File: src/sv/quadratic_probe_hash_set_assert.svh
// assertion macros for the quadratic probe hash set
`ifndef QUADRATIC_PROBE_HASH_SET_ASSERT_SVH
`define QUADRATIC_PROBE_HASH_SET_ASSERT_SVH
`ifndef NO_ASSERTIONS
`define QPH_ASSERT_IMPL(label, clk, rst_n, prop) \
    label: assert property (@(posedge clk) disable iff (!rst_n) prop) \
        else $error("assertion failed");
`define QPH_ASSERT_NEVER(label, clk, rst_n, expr) \
    label: assert property (@(posedge clk) disable iff (!rst_n) !(expr)) \
        else $error("forbidden condition");
`else
`define QPH_ASSERT_IMPL(label, clk, rst_n, prop)
`define QPH_ASSERT_NEVER(label, clk, rst_n, expr)
`endif
`endif

File: src/sv/qph_pkg.sv
// package of types and constants for the quadratic probe hash set
package qph_pkg;
    localparam int MAX_SLOTS = 1024;
    localparam int KEY_BITS = 31;
    localparam int IDX_BITS = $clog2(MAX_SLOTS);
    localparam int CNT_BITS = IDX_BITS + 1;
    localparam int MARK_BITS = 2;

    localparam logic [1:0] OP_INSERT = 2'd0;
    localparam logic [1:0] OP_REMOVE = 2'd1;
    localparam logic [1:0] OP_SEARCH = 2'd2;
    localparam logic [1:0] OP_UNUSED = 2'd3;

    localparam logic [1:0] MARK_FREE = 2'd0;
    localparam logic [1:0] MARK_LIVE = 2'd1;
    localparam logic [1:0] MARK_GONE = 2'd2;

    localparam logic [1:0] ST_OK = 2'd0;
    localparam logic [1:0] ST_DUP = 2'd1;
    localparam logic [1:0] ST_MISS = 2'd2;
    localparam logic [1:0] ST_FULL = 2'd3;

    typedef struct packed {
        logic [1:0] op;
        logic [30:0] key_value;
    } in_item_t;

    typedef struct packed {
        logic [1:0] status;
        logic [9:0] slot_index;
        logic [10:0] occupancy;
    } out_item_t;

    // controller to datapath
    typedef struct packed {
        logic load;       // capture item and start modulo
        logic mod_step;   // one bit of key modulo
        logic probe_init; // reset probe counter to home
        logic rd;         // issue memory read of current probe slot
        logic advance;    // next probe
        logic note_tomb;  // remember first free/removed slot
        logic wr_ins;     // write key live at chosen slot
        logic wr_rem;     // mark hit slot removed
        logic set_result; // latch result
        logic [1:0] res_status;
        logic use_hit;    // result slot from current probe (else first tomb)
        logic push;       // move latched result into the output register
    } cmd_t;

    // datapath to controller
    typedef struct packed {
        logic mod_done;
        logic last_probe;
        logic is_free;
        logic is_hit;
        logic not_live;
        logic have_tomb;
        logic clearing;
        logic [1:0] op;
    } stat_t;
endpackage

File: src/sv/qph_ctrl.sv
// controller state machine for lookup, insert and remove
module qph_ctrl (
    input  logic           clk,
    input  logic           rst_n,
    input  logic           in_valid,
    output logic           in_stall,
    output logic           out_valid,
    input  logic           out_stall,
    input  qph_pkg::stat_t stat,
    output qph_pkg::cmd_t  cmd
);
    localparam logic [2:0] S_IDLE    = 3'd0;
    localparam logic [2:0] S_MOD     = 3'd1;
    localparam logic [2:0] S_RD      = 3'd2;
    localparam logic [2:0] S_CHK     = 3'd3;
    localparam logic [2:0] S_DONE    = 3'd4;
    localparam logic [2:0] S_REM     = 3'd5;
    localparam logic [2:0] S_INS     = 3'd6;
    localparam logic [2:0] S_INS_RES = 3'd7;

    logic [2:0] state_reg, state_next;
    logic valid_reg, valid_next;

    assign in_stall = (state_reg != S_IDLE) || stat.clearing;
    assign out_valid = valid_reg;

    always_comb
    begin
        state_next = state_reg;
        valid_next = valid_reg && out_stall;
        cmd = '0;
        unique case (state_reg)
            S_IDLE:
            begin
                if (in_valid && !in_stall)
                begin
                    cmd.load = 1'b1;
                    state_next = S_MOD;
                end
            end
            S_MOD:
            begin
                if (stat.mod_done)
                begin
                    cmd.probe_init = 1'b1;
                    state_next = S_RD;
                end
                else
                    cmd.mod_step = 1'b1;
            end
            S_RD:
            begin
                cmd.rd = 1'b1;
                state_next = S_CHK;
            end
            S_CHK:
            begin
                // one probe: decide hit, stop or continue
                state_next = S_DONE;
                cmd.set_result = 1'b1;
                cmd.use_hit = 1'b1;
                cmd.note_tomb = stat.not_live;
                if (stat.op != qph_pkg::OP_INSERT && stat.op != qph_pkg::OP_REMOVE
                    && stat.op != qph_pkg::OP_SEARCH)
                    cmd.res_status = qph_pkg::ST_MISS;
                else if (stat.is_hit)
                begin
                    if (stat.op == qph_pkg::OP_INSERT)
                        cmd.res_status = qph_pkg::ST_DUP;
                    else
                        cmd.res_status = qph_pkg::ST_OK;
                    cmd.wr_rem = (stat.op == qph_pkg::OP_REMOVE);
                    cmd.set_result = (stat.op != qph_pkg::OP_REMOVE);
                    if (stat.op == qph_pkg::OP_REMOVE)
                        state_next = S_REM;
                end
                else if (stat.is_free || stat.last_probe)
                begin
                    if (stat.op == qph_pkg::OP_INSERT)
                    begin
                        if (stat.have_tomb || stat.not_live)
                        begin
                            cmd.wr_ins = 1'b0;
                            cmd.set_result = 1'b0;
                            state_next = S_INS;
                        end
                        else
                            cmd.res_status = qph_pkg::ST_FULL;
                    end
                    else
                        cmd.res_status = qph_pkg::ST_MISS;
                end
                else
                begin
                    cmd.set_result = 1'b0;
                    cmd.advance = 1'b1;
                    state_next = S_RD;
                end
            end
            S_DONE:
            begin
                // wait until the output register is free
                if (!valid_reg || !out_stall)
                begin
                    cmd.push = 1'b1;
                    valid_next = 1'b1;
                    state_next = S_IDLE;
                end
            end
            S_REM:
            begin
                // remove: result after count update
                cmd.set_result = 1'b1;
                cmd.use_hit = 1'b1;
                cmd.res_status = qph_pkg::ST_OK;
                state_next = S_DONE;
            end
            S_INS:
            begin
                // insert write at first non-live slot
                cmd.wr_ins = 1'b1;
                state_next = S_INS_RES;
            end
            S_INS_RES:
            begin
                cmd.set_result = 1'b1;
                cmd.res_status = qph_pkg::ST_OK;
                state_next = S_DONE;
            end
        endcase
    end

    always_ff @(posedge clk or negedge rst_n)
    begin
        if (!rst_n)
        begin
            state_reg <= S_IDLE;
            valid_reg <= 1'b0;
        end
        else
        begin
            state_reg <= state_next;
            valid_reg <= valid_next;
        end
    end
endmodule

File: config.mk
export PLATFORM = sky130hd
export DESIGN_NAME = qph_ctrl
export DESIGN_NICKNAME = d
export VERILOG_FILES = /design/src/sv/quadratic_probe_hash_set_assert.svh /design/src/sv/qph_pkg.sv /design/src/sv/qph_ctrl.sv
export SDC_FILE = /design/constraint.sdc
export NUM_CORES = 1
export LEC_CHECK = 0
export ABC_AREA = 1
export BUFFER_PORTS_ARGS = -buffer_cell sky130_fd_sc_hd__clkbuf_2
export CAP_MARGIN = 20
export CORE_AREA = 8 8 45 47
export CTS_CLUSTER_SIZE = 25
export DETAILED_ROUTE_END_ITERATION = 7
export DIE_AREA = 0 0 53 55
export GPL_TIMING_DRIVEN = 0
export MAX_ROUTING_LAYER = met4
export PLACE_DENSITY = 0.67
export RECOVER_POWER = 100
export SLEW_MARGIN = 15
export SYNTH_ARGS = -nofsm -noshare
export SYNTH_HDL_FRONTEND = slang
export SYNTH_SLANG_ARGS = --single-unit
File: constraint.sdc
create_clock -name clk -period 1.8 [get_ports clk]
set_input_delay 0.36 -clock clk [delete_from_list [all_inputs] [get_ports clk]]
set_output_delay 0.36 -clock clk [all_outputs]
set_load 0.005 [all_outputs]
* Word-level counts from Yosys, hierarchy flattened
Cells that the tools add are included.
** Cells by class
- Divide/modulo/power cells :: 0
- Shift-type cells :: 0
- Bitwise operators :: 0
- Reductions and logical operators :: 18
- Order comparisons :: 0
- Multiply operators :: 0
- $add $sub $neg :: 0
- Equal/unequal tests :: 13
- Mux-type cells :: 39
** Operator list (count)
- $mux W3 :: 7
- $pmux W3 S7 :: 1
- $mux W1 :: 20
- $mux W2 :: 9
- $eq A3 B3 Y1 const B :: 4
- $ne A2 B2 Y1 const B :: 4
- $eq A3 B2 Y1 const B :: 2
- $pmux W3 S2 :: 1
- $logic_and A1 B1 Y1 :: 4
- $logic_or A1 B1 Y1 :: 4
- $reduce_or A2 Y1 :: 2
- $eq A3 B1 Y1 const B :: 1
- $logic_not A1 Y1 :: 3
- $logic_not A3 Y1 :: 1
- $reduce_and A3 Y1 :: 1
- $reduce_bool A3 Y1 :: 1
- $eq A2 B1 Y1 const B :: 1
- $logic_not A2 Y1 :: 1
- $ne A2 B1 Y1 const B :: 1
- $pmux W1 S2 :: 1
- $reduce_bool A2 Y1 :: 1
** Storage, ports and cells
- Memories :: 0
- Bits in registers :: 4
- Memory bits (read-only) :: 0
- Latch bits :: 0
- Input bits :: 13
- Logic and storage cells :: 72
- Output and inout port bits :: 15
- RAM bits :: 0

* Depth between registers and ports, before layout
Gate-level depths: netlist (run 1).
- Depth after elaboration :: 7
- Depth in mapped cells :: 8

* Worst setup path before layout (run 1)
No wires, ideal clock.
- Path kind :: register to output
- From :: register state_reg[1]
- To :: output port cmd[12] in the netlist's numbering
- Cell stages (with the launch flop) :: 5
- Buffers on the path :: 0
- Setup slack :: 0.433 ns
- Arrival :: 1.007 ns
- Path through :: dfrtp_1 nor2_2 nand2_2 or2_4 nor2_2
** RTL lines
- from (decl) :: RTL line qph_ctrl.sv:21 : logic [2:0] state_reg, state_next;
- from (signal assigned) :: RTL line qph_ctrl.sv:142 : state_reg <= state_next;
- to (decl) :: RTL line qph_ctrl.sv:10 : output qph_pkg::cmd_t cmd

==> results of run 1 <==
==> power groups by stage <==
stage	clock (mW)	combinational, mW	sequential, mW
6_report	0.108	0.407	0.191
5_1_grt	0.112	0.469	0.197
4_1_cts	0.113	0.406	0.179
3_5_place_dp	0	0.402	0.180
3_3_place_gp	0	0.399	0.180
2_1_floorplan	0	0.272	0.172
==> kinds of logic after synthesis <==
kind of cell / count (synthesis) / synth area share, %
flip-flops: 4 / 24.8
AO/OA/AOI/OAI: 8 / 11.1
buffers and inverters: 14 / 14.9
AND/OR/NAND/NOR: 43 / 49.2
==> layer usage <==
| layer | share of wire [%] | track usage [%] | routed length, um | up-vias |
|---|---|---|---|---|
| met5 | 0 | - | 0 | - |
| met4 | 0 | 4.74 | 0 | 0 |
| met3 | 2.7 | 0.267 | 31 | 0 |
| met2 | 55 | 13.9 | 637 | 15 |
| met1 | 42 | 9.19 | 492 | 237 |
| li1 | - | - | - | 280 |
==> layout make-up <==
type / count / area (um2)
fillers: 161 / 786
multi-input cells: 51 / 249
repair buffers: 28 / 144
flip-flops and latches: 4 / 103
inverters: 13 / 48.8
clock buffers: 3 / 22.5
well taps: 16 / 20.0
plain buffers: 1 / 11.3
==> cell usage after synthesis <==
cell type / instances / area, um2
nand2_1: 18 / 67.6
nor2_1: 12 / 45.0
nor2_2: 2 / 12.5
buf_6: 1 / 11.3
nand2_2: 1 / 6.26
nand3_4: 1 / 17.5
inv_1: 11 / 41.3
inv_2: 2 / 7.51
nand3_1: 7 / 35.0
a21oi_1: 3 / 15.0
or2_4: 1 / 8.76
a21boi_0: 1 / 7.51
nor4_1: 1 / 6.26
o211ai_1: 1 / 7.51
o21ai_0: 3 / 15.0
dfrtp_1: 4 / 100
==> placed cells by master, fill, tap and decap left out, drive strengths merged <==
cell type and n:
o21ai 3, dfrtp 4, a21oi 3, nand3 8
nand2 19, o211ai 1, nor2 14, buf 1
a21boi 1, nor4 1, or2 1, inv 13
dlygate4sd3 1, clkbuf 30
==> per-stage QoR <==
stage / worst slack [ns] / hold WS (ns)
6_report: 0.0775 / 0.363
5_1_grt: 0.00345 / 0.383
4_1_cts: 0.0121 / 0.351
3_5_place_dp: 0.269 / 0.166
3_3_place_gp: 0.284 / 0.168
2_1_floorplan: 0.433 / 0.0644
==> final timing paths <==
kind / from / cells past startpoint / to / slack (ns)
worst max register to register: state_reg[2] / 8 / state_reg[0] / 0.69
worst min-delay path: out_stall / 3 / out_valid / 0.36
max in group asynchronous: rst_n / 2 / state_reg[1] / 1.14
worst max-delay path: state_reg[1] / 5 / cmd[12] / 0.08
min in group asynchronous: rst_n / 2 / state_reg[0] / 0.48
worst min register to register: out_valid / 2 / out_valid / 0.50
==> worst register-to-register path: stages (launching register included) <==
cell	delay, ns
dfrtp_1	0.36
buf_6	0.13
inv_2	0.10
nand3_4	0.11
inv_2	0.10
nand2_1	0.07
nand2_1	0.06
nor2_1	0.04
nor2_1	0.07
==> what timing repair did <==
action | CTS | global route
hold buffers | 1 | 0
endpoints found under the setup margin | 0 | 1
endpoints found under the hold margin | 4 | 0
gates resized for setup | 0 | 3
==> qor.csv, run 1 <==
stage;metric;value;unit
die;fp.coreArea;1380;um2
timing;fin_crit;1.72;ns
placement;portBuffers;27;
routing;antenna_left;0;
grt;overflow;0;
cells_and_area;largest_reg_flops;3;
cells_and_area;drive_gt1_share;39.0;%
routing;wl_per_cell;10.0;um
clock_network;numCtsBuffers;3;
timing;hold_viol;0;
yosys;synth_cells;69;
die;initial_core_util;29.2;%
setup_path;crit_fanout;7;
placement;place_area;559;um2
power_and_ir_drop;combPwrFrac;57.7;%
timing;setup_violations;0;
yosys;yosys_register_bits;4;
yosys;ys_seq_area_share;24.8;%
clock_network;cts_sinks;4;
grt;grt_pass1_wl;1850;um
power_and_ir_drop;pwr-share-seq;27.0;%
power_and_ir_drop;fin_total_pwr;0.706;mW
grt;grt_max_degree;9;
setup_path;crit_chain;nor2_4 > nand2_2 > or2_4 > nor2_2 > clkbuf_2;
setup_path;crit_slowest_cell;dfrtp_2;
setup_path;crit_family;simple AND/OR/NAND/NOR gates;
timing;final.setup.tns;0;ns
timing;slew_violations;0;
power_and_ir_drop;p_leak;0.384;nW
cells_and_area;antennaDiodeCount;0;
cells_and_area;finalNonFillerCells;116;
min_path;holdCritPathClass;input port to register;
timing;rsz0062_at_grt;no;
setup_path;crit_type;register to primary output;
die;dieArea;2920;um2
power_and_ir_drop;switching_share;45.0;%
grt;track_usage;8.07;%
power_and_ir_drop;irDropWorstVdd;0.531;mV
die;ios;28;
routing;wl;1160;um
die;num_rows;14;
setup_path;slowest_delay;0.47;ns
yosys;synth.distinct_cells;16;
yosys;netlist_area;404;um2
routing;via_per_inst;4.59;
cells_and_area;area_delta_synth_final;48.0;%
timing;finClkSkew;0.00185;ns
yosys;synth.avg_cell_area;5.86;um2
routing;dr.pass1.iters;5;
clock_network;cts_buffer_depth;2;
clock_network;clkLatencyLatePin;0.23;ns
cells_and_area;nNetsFinal;115;
clock_network;htreeDepth;1;
die;die_y;55;um
clock_network;cts-root-buf;clkbuf_4;
clock_network;clkTransAtPathRegs;0.04;ns
setup_path;cp.arrival;1.36;ns
timing;max-slew-margin-rel;83.3;%
grt;grt_pass1_vias;509;
yosys;yosysWarnings;0;
grt;antenna_found_initial;0;
run_status;status;finished clean;
clock_network;cts_tree;done;
placement;place_inst;112;
clock_network;cts_setup_buffers;0;
placement;gp_congestion;0.807;
power_and_ir_drop;p_int;0.388;mW
placement;dp_hpwl;954;um
routing;drtIter0Drc;9;
routing;drc;0;
routing;num_vias;532;
job;cap_violations;0;
setup_path;path_buf_inv;1;
yosys;syn_nets;82;
power_and_ir_drop;switchingPower;0.318;mW
die;die_x;53;um
timing;fin_crit_sh;95.7;%
cells_and_area;stdcell_area;598;um2
power_and_ir_drop;power_density;1180;nW/um2
timing;fmax;0.581;GHz
power_and_ir_drop;clkPwrFrac;15.3;%
timing;tightest_slew;0.250;ns
setup_path;cp-start-kind;register;
cells_and_area;final_util;43.2;%
setup_path;end_kind;primary output;
setup_path;required;1.44;ns
Note: power is estimated with default switching activity, not from simulation.
==> inputs of run 2 (changes only) <==
==> constraint.sdc (replaced) <==
create_clock -name clk -period 1.6 [get_ports clk]
set_input_delay 0.32 -clock clk [delete_from_list [all_inputs] [get_ports clk]]
set_output_delay 0.32 -clock clk [all_outputs]
set_load 0.005 [all_outputs]
==> qor.csv, run 2 (same netlist as run 1, synthesis figures left out) <==
stage;metric;value;unit;change
setup_path;crit_family;simple AND/OR/NAND/NOR gates;;unchanged
cells_and_area;mostFrequentLayoutCells;24 x clkbuf_2, 18 x nand2_1, 12 x nor2_1;;was 26 x clkbuf_2, 18 x nand2_1, 12 x nor2_1
cells_and_area;drive_gt1_share;41.0;%;was 39.0%
clock_network;htreeDepth;1;;unchanged
timing;fmax;0.629;GHz;
die;ios;28;;unchanged
timing;fin_crit;1.59;ns;
grt;antenna_found_initial;0;;unchanged
cells_and_area;finalNonFillerCells;121;;was 116
routing;drtIter0Drc;17;;was 9
die;fp.coreArea;1380;um2;unchanged
run_status;status;finished clean;;unchanged
grt;overflow;0;;unchanged
placement;gp_congestion;0.807;;unchanged
clock_network;cts-root-buf;clkbuf_4;;unchanged
placement;portBuffers;27;;unchanged
clock_network;cts_sinks;4;;unchanged
clock_network;cts_tree;done;;unchanged
setup_path;crit_chain;buf_6 > inv_6 > nand2_2 > or2_4 > nor2_4 > buf_2;;was nor2_4 > nand2_2 > or2_4 > nor2_2 > clkbuf_2
die;die_x;53;um;unchanged
setup_path;crit_fanout;5;;was 7
routing;antenna_left;0;;unchanged
routing;num_vias;557;;was 532
job;cap_violations;0;;unchanged
placement;dp_hpwl;954;um;unchanged
routing;drc;0;;unchanged
cells_and_area;largest_reg_flops;3;;unchanged
power_and_ir_drop;irDropWorstVdd;0.735;mV;was 0.531 mV
routing;wl_per_cell;10.5;um;was 10.0 um
clock_network;numCtsBuffers;3;;unchanged
grt;grt_max_degree;7;;was 9
timing;setup_violations;0;;unchanged
timing;tightest_slew;0.246;ns;was 0.250 ns
grt;grt_pass1_wl;2060;um;was 1850 um
routing;via_per_inst;4.60;;was 4.59
clock_network;clkTransAtPathRegs;0.04;ns;about the same
setup_path;cp.arrival;1.27;ns;was 1.36 ns
cells_and_area;area_delta_synth_final;59.4;%;was 48.0%
cells_and_area;nNetsFinal;120;;was 115
timing;finClkSkew;0.000113;ns;was 0.00185 ns
die;die_y;55;um;unchanged
setup_path;path_buf_inv;3;;was 1
die;dieArea;2920;um2;unchanged
timing;fin_crit_sh;99.3;%;
clock_network;clkLatencyLatePin;0.23;ns;about the same
power_and_ir_drop;power_density;1420;nW/um2;was 1180 nW/um2
power_and_ir_drop;p_leak;0.409;nW;was 0.384 nW
grt;track_usage;9.15;%;was 8.07%
routing;dr.pass1.iters;4;;was 5
setup_path;required;1.28;ns;was 1.44 ns
cells_and_area;antennaDiodeCount;0;;unchanged
grt;grt_pass1_vias;554;;was 509
die;initial_core_util;29.2;%;unchanged
setup_path;end_kind;primary output;;unchanged
setup_path;crit_slowest_cell;dfrtp_1;;was dfrtp_2
placement;place_inst;112;;unchanged
die;num_rows;14;;unchanged
min_path;holdCritPathClass;input port to register;;unchanged
cells_and_area;final_common_cell;clkbuf_2;;unchanged
timing;slew_violations;0;;unchanged
timing;max-slew-margin-rel;83.6;%;was 83.3%
clock_network;cts_buffer_depth;2;;unchanged
timing;final.setup.tns;0;ns;unchanged
routing;wl;1270;um;was 1160 um
setup_path;slowest_delay;0.36;ns;was 0.47 ns
power_and_ir_drop;fin_total_pwr;0.912;mW;was 0.706 mW
setup_path;crit_type;register to primary output;;unchanged
timing;hold_viol;0;;unchanged
setup_path;rrSetupSlack;0.46;ns;was 0.69 ns
setup_path;cp-start-kind;register;;unchanged
timing;rsz0062_at_grt;yes;;was no
[run 2: cell types whose count changed in the layout (fill, tap and decap cells not counted)]
cell      before  now
clkbuf_2      26   24
inv_2          2    1
buf_4          0    5
clkbuf_1       1    2
buf_2          0    1
nor2_2         1    0
nor2_4         1    2
inv_6          0    1
[run 2: worst reg2reg max path, stage by stage (launching register included)]
cell	delay, ns
dfrtp_2	0.43
buf_4	0.16
nand3_4	0.11
inv_2	0.06
nand2_1	0.07
nand2_1	0.05
nor2_1	0.10
nor2_1	0.04
[run 2: final timing paths]
check	startpoint	endpoint	cells past startpoint
max	state_reg[2]	cmd[12]	6
min in group asynchronous	rst_n	out_valid	2
min	out_stall	out_valid	3
min reg2reg	out_valid	out_valid	2
max in group asynchronous	rst_n	state_reg[1]	2
max reg2reg	state_reg[0]	state_reg[0]	7
[run 2: per-layer routing]
layer  vias up  GRT usage, %  routed length, um
li1        291             -                  -
met1       247          9.80                541
met2        19          16.8                685
met3         0         0.267                 45
met4         0          4.74                  0
met5         -             -                  0
[run 2: layout make-up]
cell class,instances,area (um2)
inverter,13,53.8
multi-input combinational,51,254
sequential,4,103
timing repair buffer,33,180
fill,154,739
clock buffer,3,22.5
buffer,1,11.3
tap,16,20.0
[run 2: power by group]
part / switching, mW / leakage [nW] / total, mW / internal, mW
sequential: 0.0373 / 0.0500 / 0.186 / 0.149
clock: 0.0406 / 0.0138 / 0.124 / 0.0839
combinational: 0.323 / 0.345 / 0.602 / 0.279
[run 2: through the flow]
stage	utilization (%)	area [um2]	hold slack [ns]	setup WS, ns
floorplan	-	404	0.0244	0.273
global placement	40.4	559	0.128	0.124
detailed placement	40.4	559	0.126	0.109
CTS	46.4	642	0.311	0.00722
global route	46.6	644	0.342	-0.0456
finish	46.6	644	0.326	0.0113
[run 2: what timing repair did]
| action | in CTS | in global routing |
|---|---|---|
| setup endpoints to repair | 3 | 5 |
| setup buffers | 5 | 0 |
| pin swaps | 1 | 1 |
| gates resized for setup | 5 | 2 |
| endpoints found under the hold margin | 4 | 0 |
| hold buffers | 1 | 0 |
